$ cat src/hw/rtl/nibble_handshake_link_core_defines.svh
// assertion macros for the nibble handshake link
`ifndef NIBBLE_HANDSHAKE_LINK_CORE_DEFINES_SVH
`define NIBBLE_HANDSHAKE_LINK_CORE_DEFINES_SVH

// same-cycle implication
`define NHL_ASSERT_NOW(label, clk, rst_n, ante, cons) \
  label: assert property (@(posedge clk) disable iff (!rst_n) (ante) |-> (cons)) \
    else $error("nhl assertion failed");

// next-cycle implication
`define NHL_ASSERT_NEXT(label, clk, rst_n, ante, cons) \
  label: assert property (@(posedge clk) disable iff (!rst_n) (ante) |=> (cons)) \
    else $error("nhl assertion failed");

`endif

$ cat src/hw/rtl/nhl_pkg.sv
// shared types, codes and sync tables of the nibble handshake link
package nhl_pkg;

  localparam logic [1:0] OpSample = 2'd0;
  localparam logic [1:0] OpStart  = 2'd1;
  localparam logic [1:0] OpHunt   = 2'd2;

  localparam logic [4:0] StrobeBit = 5'h10;

  localparam int unsigned InDataW  = 40;
  localparam int unsigned OutDataW = 40;

  typedef enum logic [5:0] {
    PhIdle = 6'b000001,
    PhHi1  = 6'b000010,
    PhHi2  = 6'b000100,
    PhRead = 6'b001000,
    PhLo1  = 6'b010000,
    PhLo2  = 6'b100000
  } phase_e;

  typedef struct packed {
    logic [4:0]  port_drive;
    logic [31:0] rx_word;
    logic        done_res;
    logic        sync_found;
    logic        busy_res;
  } nhl_res_t;

  function automatic logic [3:0] sync_send(input logic [1:0] idx);
    logic [3:0] v;
    unique case (idx)
      2'd0:    v = 4'h0;
      2'd1:    v = 4'hF;
      2'd2:    v = 4'hA;
      default: v = 4'hE;
    endcase
    return v;
  endfunction

  function automatic logic [3:0] sync_expect(input logic [1:0] idx);
    logic [3:0] v;
    unique case (idx)
      2'd0:    v = 4'hF;
      2'd1:    v = 4'h0;
      2'd2:    v = 4'hE;
      default: v = 4'hA;
    endcase
    return v;
  endfunction

endpackage

$ cat src/hw/rtl/nibble_handshake_link_core.sv
// top level of the nibble handshake link with stream ports and result register
// Each accepted word (a port sample or a start command) is handled in the same
// cycle by the handshake state machine and yields exactly one result word,
// which appears in the output register on the following cycle. One word is
// accepted per clock; the limit is the single state update of the handshake
// machine. The output register takes a new word whenever it is empty or its
// content is being taken, so input and output stall together only when the
// output is held.
module nibble_handshake_link_core (
  input  logic        clk_i,
  input  logic        rst_ni,
  input  logic        s_axis_tvalid,
  output logic        s_axis_tready,
  // tx_word[31:0], size_code[33:32], port_nibble[37:34], port_strobe[38], zero
  input  logic [nhl_pkg::InDataW-1:0]  s_axis_tdata,
  // op[1:0]
  input  logic [1:0]  s_axis_tuser,
  output logic        m_axis_tvalid,
  input  logic        m_axis_tready,
  // port_drive[4:0], rx_word[36:5], sync_found[37], busy_res[38], zero
  output logic [nhl_pkg::OutDataW-1:0] m_axis_tdata,
  // done_res
  output logic        m_axis_tlast
);
  import nhl_pkg::*;
  `include "nibble_handshake_link_core_defines.svh"

  logic     in_acc;
  nhl_res_t res;
  nhl_res_t res_q;
  logic     valid_q;

  assign s_axis_tready = !valid_q || m_axis_tready;
  assign in_acc        = s_axis_tvalid && s_axis_tready;

  nhl_fsm u_fsm (
    .clk_i         (clk_i),
    .rst_ni        (rst_ni),
    .step_i        (in_acc),
    .op_i          (s_axis_tuser),
    .tx_word_i     (s_axis_tdata[31:0]),
    .size_code_i   (s_axis_tdata[33:32]),
    .port_nibble_i (s_axis_tdata[37:34]),
    .port_strobe_i (s_axis_tdata[38]),
    .res_o         (res)
  );

  always_ff @(posedge clk_i or negedge rst_ni) begin
    if (!rst_ni) begin
      valid_q <= 1'b0;
    end else if (s_axis_tready) begin
      valid_q <= s_axis_tvalid;
    end
  end

  always_ff @(posedge clk_i) begin
    if (in_acc) begin
      res_q <= res;
    end
  end

  assign m_axis_tvalid = valid_q;
  assign m_axis_tlast  = res_q.done_res;
  assign m_axis_tdata  = {1'b0, res_q.busy_res, res_q.sync_found, res_q.rx_word,
                          res_q.port_drive};

  `NHL_ASSERT_NEXT(a_out_after_in, clk_i, rst_ni, in_acc, m_axis_tvalid)
  `NHL_ASSERT_NOW(a_found_is_last, clk_i, rst_ni, m_axis_tvalid && res_q.sync_found,
                  m_axis_tlast && !res_q.busy_res)

endmodule

$ cat src/hw/rtl/nhl_fsm.sv
// handshake state machine: state registers and per-word update
module nhl_fsm (
  input  logic                clk_i,
  input  logic                rst_ni,
  input  logic                step_i,
  input  logic [1:0]          op_i,
  input  logic [31:0]         tx_word_i,
  input  logic [1:0]          size_code_i,
  input  logic [3:0]          port_nibble_i,
  input  logic                port_strobe_i,
  output nhl_pkg::nhl_res_t   res_o
);
  import nhl_pkg::*;
  `include "nibble_handshake_link_core_defines.svh"

  phase_e      phase_q, phase_d;
  logic [31:0] tx_shift_q, tx_shift_d;
  logic [31:0] rx_shift_q, rx_shift_d;
  logic [3:0]  left_q, left_d;
  logic        hunting_q, hunting_d;
  logic [1:0]  sync_idx_q, sync_idx_d;
  logic [4:0]  drive_q, drive_d;
  logic        done, found;

  always_comb begin
    phase_d    = phase_q;
    tx_shift_d = tx_shift_q;
    rx_shift_d = rx_shift_q;
    left_d     = left_q;
    hunting_d  = hunting_q;
    sync_idx_d = sync_idx_q;
    drive_d    = drive_q;
    done       = 1'b0;
    found      = 1'b0;
    if (phase_q == PhIdle) begin
      if (op_i == OpStart) begin
        unique case (size_code_i)
          2'd0: begin
            tx_shift_d = {tx_word_i[3:0], 28'd0};
            left_d     = 4'd1;
          end
          2'd1: begin
            tx_shift_d = {tx_word_i[7:0], 24'd0};
            left_d     = 4'd2;
          end
          2'd2: begin
            tx_shift_d = {tx_word_i[15:0], 16'd0};
            left_d     = 4'd4;
          end
          default: begin
            tx_shift_d = tx_word_i;
            left_d     = 4'd8;
          end
        endcase
        rx_shift_d = '0;
        hunting_d  = 1'b0;
        phase_d    = PhHi1;
      end else if (op_i == OpHunt) begin
        rx_shift_d = '0;
        hunting_d  = 1'b1;
        sync_idx_d = 2'd0;
        phase_d    = PhHi1;
      end
    end else if (op_i == OpSample) begin
      unique case (phase_q)
        PhHi1: begin
          if (port_strobe_i) phase_d = PhHi2;
        end
        PhHi2: begin
          if (port_strobe_i) phase_d = PhRead;
        end
        PhRead: begin
          rx_shift_d = {rx_shift_q[27:0], port_nibble_i};
          drive_d    = StrobeBit |
                       {1'b0, hunting_q ? sync_send(sync_idx_q) : tx_shift_q[31:28]};
          phase_d    = PhLo1;
        end
        PhLo1: begin
          if (!port_strobe_i) phase_d = PhLo2;
        end
        PhLo2: begin
          if (!port_strobe_i) begin
            drive_d = '0;
            phase_d = PhHi1;
            if (hunting_q) begin
              if (rx_shift_q[3:0] == sync_expect(sync_idx_q)) begin
                if (sync_idx_q == 2'd3) begin
                  done       = 1'b1;
                  found      = 1'b1;
                  hunting_d  = 1'b0;
                  sync_idx_d = 2'd0;
                  phase_d    = PhIdle;
                end else begin
                  sync_idx_d = sync_idx_q + 2'd1;
                end
              end else begin
                sync_idx_d = 2'd0;
              end
            end else begin
              tx_shift_d = {tx_shift_q[27:0], 4'd0};
              left_d     = left_q - 4'd1;
              if (left_d == 4'd0) begin
                done    = 1'b1;
                phase_d = PhIdle;
              end
            end
          end
        end
        default: begin
          phase_d = PhIdle;
          drive_d = '0;
        end
      endcase
    end
  end

  always_ff @(posedge clk_i or negedge rst_ni) begin
    if (!rst_ni) begin
      phase_q    <= PhIdle;
      tx_shift_q <= '0;
      rx_shift_q <= '0;
      left_q     <= '0;
      hunting_q  <= 1'b0;
      sync_idx_q <= '0;
      drive_q    <= '0;
    end else if (step_i) begin
      phase_q    <= phase_d;
      tx_shift_q <= tx_shift_d;
      rx_shift_q <= rx_shift_d;
      left_q     <= left_d;
      hunting_q  <= hunting_d;
      sync_idx_q <= sync_idx_d;
      drive_q    <= drive_d;
    end
  end

  assign res_o.port_drive = drive_d;
  assign res_o.rx_word    = rx_shift_d;
  assign res_o.done_res   = done;
  assign res_o.sync_found = found;
  assign res_o.busy_res   = (phase_d != PhIdle);

  `NHL_ASSERT_NOW(a_found_ends, clk_i, rst_ni, step_i && found, done && phase_d == PhIdle)
  `NHL_ASSERT_NOW(a_drive_lo, clk_i, rst_ni, drive_q != 5'd0,
                  phase_q == PhLo1 || phase_q == PhLo2)
  `NHL_ASSERT_NOW(a_hunt_busy, clk_i, rst_ni, hunting_q, phase_q != PhIdle)
  `NHL_ASSERT_NEXT(a_read_drives, clk_i, rst_ni,
                   step_i && phase_q == PhRead && op_i == OpSample, drive_q[4])

endmodule

$ cat config.mk
export PLATFORM = sky130hd
export DESIGN_NAME = nibble_handshake_link_core
export DESIGN_NICKNAME = d
export VERILOG_FILES = /design/src/hw/rtl/nhl_pkg.sv /design/src/hw/rtl/nibble_handshake_link_core.sv /design/src/hw/rtl/nhl_fsm.sv
export VERILOG_INCLUDE_DIRS = /design/src /design/src/hw/rtl
export SDC_FILE = /design/constraint.sdc
export NUM_CORES = 1
export LEC_CHECK = 0
export ABC_AREA = 0
export ABC_CLOCK_PERIOD_IN_PS = 2950
export BUFFER_PORTS_ARGS = -buffer_cell sky130_fd_sc_hd__buf_2
export CAP_MARGIN = 20
export CORE_MARGIN = 1.5
export CORE_UTILIZATION = 58
export DETAILED_ROUTE_END_ITERATION = 7
export GPL_ROUTABILITY_DRIVEN = 0
export HOLD_SLACK_MARGIN = 0.08
export PLACE_DENSITY = 0.92
export SLEW_MARGIN = 20
export SYNTH_ARGS = -nofsm -noshare
export SYNTH_HDL_FRONTEND = slang
export SYNTH_HIERARCHICAL = 1
export SYNTH_SLANG_ARGS = --single-unit
$ cat constraint.sdc
create_clock -name clk_i -period 2.95 [get_ports clk_i]
set_input_delay 0.1475 -clock clk_i [delete_from_list [all_inputs] [get_ports clk_i]]
set_output_delay 0.1475 -clock clk_i [all_outputs]
set_load 0.02 [all_outputs]
==> impl_summary.log <==
[metrics] number of nets still failing antenna checks after routing: 0
[metrics] number of flops mapped to enable cells by yosys: 40
[metrics] # IOs: approximately 90
[metrics] Post-Place Cells: ~730
[metrics] CP Data Arrival Time: roughly 2.7 ns
[metrics] x dimension of the die: 107 um
[metrics] global-route wire length before repair: 25600 um
[metrics] setup repair after global routing missed its margin: no
[metrics] detailed-route via count: 5207
[metrics] net count after synthesis: 607
[metrics] total negative slack for setup checks: 0 ns
[metrics] worst-margin pin slew: 0.774 ns
[metrics] Max Slew Vio Count: 0
[metrics] total of max-cap violations: 0
[metrics] initial drt markers: 490
[metrics] flop-to-flop setup slack: 0.51 ns
[metrics] maximum number of pins on one net before global-route repair: 84
[metrics] total leakage power: 3.40 nW
[metrics] sequential-to-total area share from yosys stat: 52.3%
[metrics] clock tree root buffer cell: sky130_fd_sc_hd__clkbuf_8
[metrics] remaining global-route overflow: 0
[metrics] maximum clock insertion buffer count: 2
[metrics] worst ir drop on vdd: approximately 0.63 mV
[metrics] total length of routed wires: approximately 16000 um
[metrics] vertical die dimension: 107 um
[metrics] gr busiest metal: met2
[metrics] initial antenna violation count: 0
[metrics] Final Instance Count excl. Fillers: between 700 and 800
[metrics] Yosys Warn Count: 6
[metrics] Worst Clk Skew: ~0.010 ns
[metrics] CP startpoint kind: flop
[metrics] clock sink count: 123
[metrics] Util after Layout: 71.5%
[metrics] critical path endpoint category: flop
[metrics] met3 track utilization from global routing: 8.27%
[metrics] number of endpoints failing setup at the final stage: 0
[metrics] area of the multi-input gates: 0.00265 mm^2
[metrics] post-route minimum period: 2.44 ns
[metrics] number of placement rows: 37
[metrics] initial core utilization: 60.2%
[metrics] dominant synthesized flop cell: sky130_fd_sc_hd__dfrtp_1
[metrics] Max Fanout on Critical Path: 6
[metrics] critical path data required time: 3.21 ns
[metrics] Fillers: 655
[metrics] number of nets in the layout: approximately 690
[metrics] area of the die: 0.0114 mm^2
[metrics] count of distinct cell types in the synthesized netlist: 62
[metrics] synthesized instance count: ~550
[metrics] DR vias/cell: 6.61
[metrics] total of flip-flops plus latches after synthesis: between 100 and 150
[metrics] maximum cell stage delay along the critical path: 0.56 ns
[metrics] CTS tree: yes
[metrics] max frequency: 0.411 GHz
[metrics] drt drc: 0
[metrics] async set-or-reset flop fraction in the synthesized netlist: between 60 and 70%
[metrics] detailed placement HPWL: approximately 9000 um
[metrics] family with the most delay on the worst path: compound AO/OA/AOI/OAI gates
[metrics] diode insertion count for antenna repair: 0
[metrics] power per cell area: 663 mW/mm^2
[metrics] met2 GRT Util: between 40 and 50%
[metrics] clock buffer count from CTS: 17
[metrics] per-cell routed wire length: 20.2 um
[metrics] relative max-transition margin: 48.4%
[metrics] area of all placed cells without fillers: 0.00744 mm^2
[metrics] number of hold-slack violations in the final timing report: 0
[metrics] Crit Path Category: reg2reg
[metrics] Final Cycle Share: between 80 and 90%
[metrics] total global routing track utilization: 29.2%
[metrics] grt met1 use: 36.1%
[metrics] area used by sequential logic in the layout: ~0.0033 mm^2
[metrics] Clk pin slew, worst setup/hold paths: ~0.06 ns
[metrics] run status: finished, final reports clean
[metrics] Mapped Area: roughly 0.0063 mm^2
[metrics] Area after DPL: 0.00662 mm^2
[metrics] Port Buffer Count: 86
[metrics] CP Cell Sequence: inv_1 -> ha_1 -> xor2_1 -> a2111oi_0 -> nand3_1 -> a21oi_1 -> o211ai_1
[metrics] overall power after layout: 0.00493 W
[metrics] classification of the worst-slack hold path: in2reg
[metrics] area of the core region: between 0.01 and 0.015 mm^2
[metrics] number of global-route vias before repair: slightly above 5000
[metrics] clock latency on the worst-skew pair: 0.54 ns
[metrics] CP max-delay cell: sky130_fd_sc_hd__a2111oi_0
[metrics] average cell area after synthesis: 11.3 um^2
[metrics] count of buffering cells on the critical path with inverters included: 1
[metrics] fraction of final layout cells sized beyond drive strength 1: around a quarter
[metrics] Syn-to-layout area delta: 18.7%
[metrics] router iterations before antenna repair: 5
[metrics] total number of H-tree levels: 4
[metrics] cts repair resizes: 0
## path summary, 6_finish.rpt
path | start | endpoint | depth (start not counted)
max in group asynchronous | rst_ni | u_fsm/drive_q[3] | 2
min in group asynchronous | rst_ni | u_fsm/tx_shift_q[6] | 2
worst min register to register | u_fsm/tx_shift_q[7] | u_fsm/tx_shift_q[7] | 1
worst min-delay path | s_axis_tuser[0] | u_fsm/hunting_q | 4
worst max-delay path | u_fsm/left_q[0] | m_axis_tdata[38] | 7
worst max register to register | u_fsm/left_q[0] | m_axis_tdata[38] | 7
## sequential cells by signal (all words and copies together) (netlist names)
register,cells
u_fsm/drive_q,5
u_fsm/tx_shift_q,32
m_axis_tvalid,1
u_fsm/phase_q,6
u_fsm/hunting_q,1
m_axis_tlast,1
u_fsm/sync_idx_q,2
u_fsm/left_q,4
u_fsm/rx_shift_q,32
m_axis_tdata,39
## worst min-delay path, stage by stage
cell	delay (ns)
sky130_fd_sc_hd__buf_2	0.17
sky130_fd_sc_hd__a21oi_1	0.14
sky130_fd_sc_hd__o21ai_1	0.10
sky130_fd_sc_hd__nand3_1	0.07
## routing by layer
| metal | part of all wire, % | up-vias | wire, um |
|---|---|---|---|
| met5 | 0 | - | 0 |
| met4 | 3.8 | 0 | 603 |
| met3 | 7.9 | 72 | 1250 |
| met2 | 50 | 346 | 7940 |
| met1 | 38 | 2531 | 6130 |
| li1 | - | 2258 | - |
## logic make-up (layout without fill, tap and decap cells)
logic type	count (synthesis)	count (layout)	synth area share (%)
flip-flops	123	123	52.3
XOR/XNOR	4	4	0.679
AND/OR/NAND/NOR	137	137	11.6
buffers and inverters	64	162	5.59
other	1	1	0.0598
adder cells (fa/ha/maj)	7	7	1.40
multiplexers	24	24	5.01
AO/OA/AOI/OAI	194	194	23.4
## where the power goes
group          internal, W  switching [W]  leakage (nW)
combinational     0.000329       0.000513          1.61
clock              0.00120       0.000800         0.268
sequential         0.00193       0.000161          1.52
total              0.00346        0.00147          3.40
## layout by cell type (no fill, tap or decap), types with 3 or more instances in the layout
cell	netlist	layout
sky130_fd_sc_hd__buf_2	25	85
sky130_fd_sc_hd__dfrtp_1	82	82
sky130_fd_sc_hd__a22o_1	65	65
sky130_fd_sc_hd__nand2_1	43	43
sky130_fd_sc_hd__edfxtp_1	40	40
sky130_fd_sc_hd__a21o_1	31	31
sky130_fd_sc_hd__nand3_1	29	29
sky130_fd_sc_hd__dlygate4sd3_1	0	25
sky130_fd_sc_hd__a21oi_1	25	25
sky130_fd_sc_hd__mux2_2	19	19
sky130_fd_sc_hd__clkbuf_16	0	16
sky130_fd_sc_hd__o21ai_0	16	16
sky130_fd_sc_hd__inv_1	13	13
sky130_fd_sc_hd__nor2_1	14	13
sky130_fd_sc_hd__o21ai_1	13	13
sky130_fd_sc_hd__a21oi_2	9	9
sky130_fd_sc_hd__nand2b_1	7	7
sky130_fd_sc_hd__ha_1	7	7
sky130_fd_sc_hd__buf_4	5	6
sky130_fd_sc_hd__nand4_1	6	6
sky130_fd_sc_hd__a31oi_1	6	6
sky130_fd_sc_hd__nor3_1	5	5
sky130_fd_sc_hd__a32o_1	5	5
sky130_fd_sc_hd__and3_1	5	5
sky130_fd_sc_hd__inv_6	0	4
sky130_fd_sc_hd__clkinvlp_4	0	4
sky130_fd_sc_hd__clkinv_2	0	4
sky130_fd_sc_hd__nor2b_1	4	4
sky130_fd_sc_hd__o31ai_1	4	4
sky130_fd_sc_hd__mux4_2	4	4
sky130_fd_sc_hd__a221o_1	4	4
sky130_fd_sc_hd__nor2_2	2	3
sky130_fd_sc_hd__xor2_1	3	3
sky130_fd_sc_hd__nor4_1	3	3
sky130_fd_sc_hd__o211ai_1	3	3
sky130_fd_sc_hd__or3_1	3	3
## through the flow
stage	setup WS [ns]	hold WS, ns
global placement	0.706	0.360
global route	0.357	0.161
CTS	0.576	0.0869
finish	0.514	0.136
floorplan	0.677	-0.148
detailed placement	0.655	0.366
## cell type report
cell class	count	share of cell area [%]
Clock buffer	18	5.61
Clock inverter	14	1.95
Inverter	13	0.655
Multi-Input combinational cell	367	35.6
Sequential cell	123	44.1
Tap cell	136	2.29
Timing Repair Buffer	117	9.83
## repair_timing
action	in CTS	in global routing
hold buffers	25	0
setup buffers	0	0
setup endpoints to repair	0	0
endpoints found under the hold margin	109	0
## synth_stat cells, drive strengths merged (2+ instances only)
library cell | number | share of area (%)
ha | 7 | 1.4
a22o | 65 | 9.1
and2 | 3 | 0.34
a32o | 5 | 0.80
and3 | 5 | 0.50
a21oi | 34 | 3.3
nand3b | 2 | 0.44
edfxtp | 40 | 19
a21o | 31 | 3.7
buf | 38 | 4.0
nor4 | 3 | 0.30
a22oi | 2 | 0.24
a221o | 4 | 0.64
o21ai | 29 | 2.3
nand2b | 8 | 0.92
o31ai | 4 | 0.48
nand4 | 7 | 0.80
mux4 | 4 | 1.4
nand2 | 43 | 2.6
nor2b | 4 | 0.40
xor2 | 4 | 0.68
dfrtp | 82 | 33
clkbuf | 13 | 0.78
a31oi | 6 | 0.60
mux2 | 19 | 3.4
nand3 | 29 | 2.3
o211ai | 3 | 0.36
or2 | 3 | 0.30
inv | 13 | 0.78
nor3 | 8 | 0.98
nor2 | 16 | 1.0
or3 | 3 | 0.30
Power figures use the tool's default switching activity.
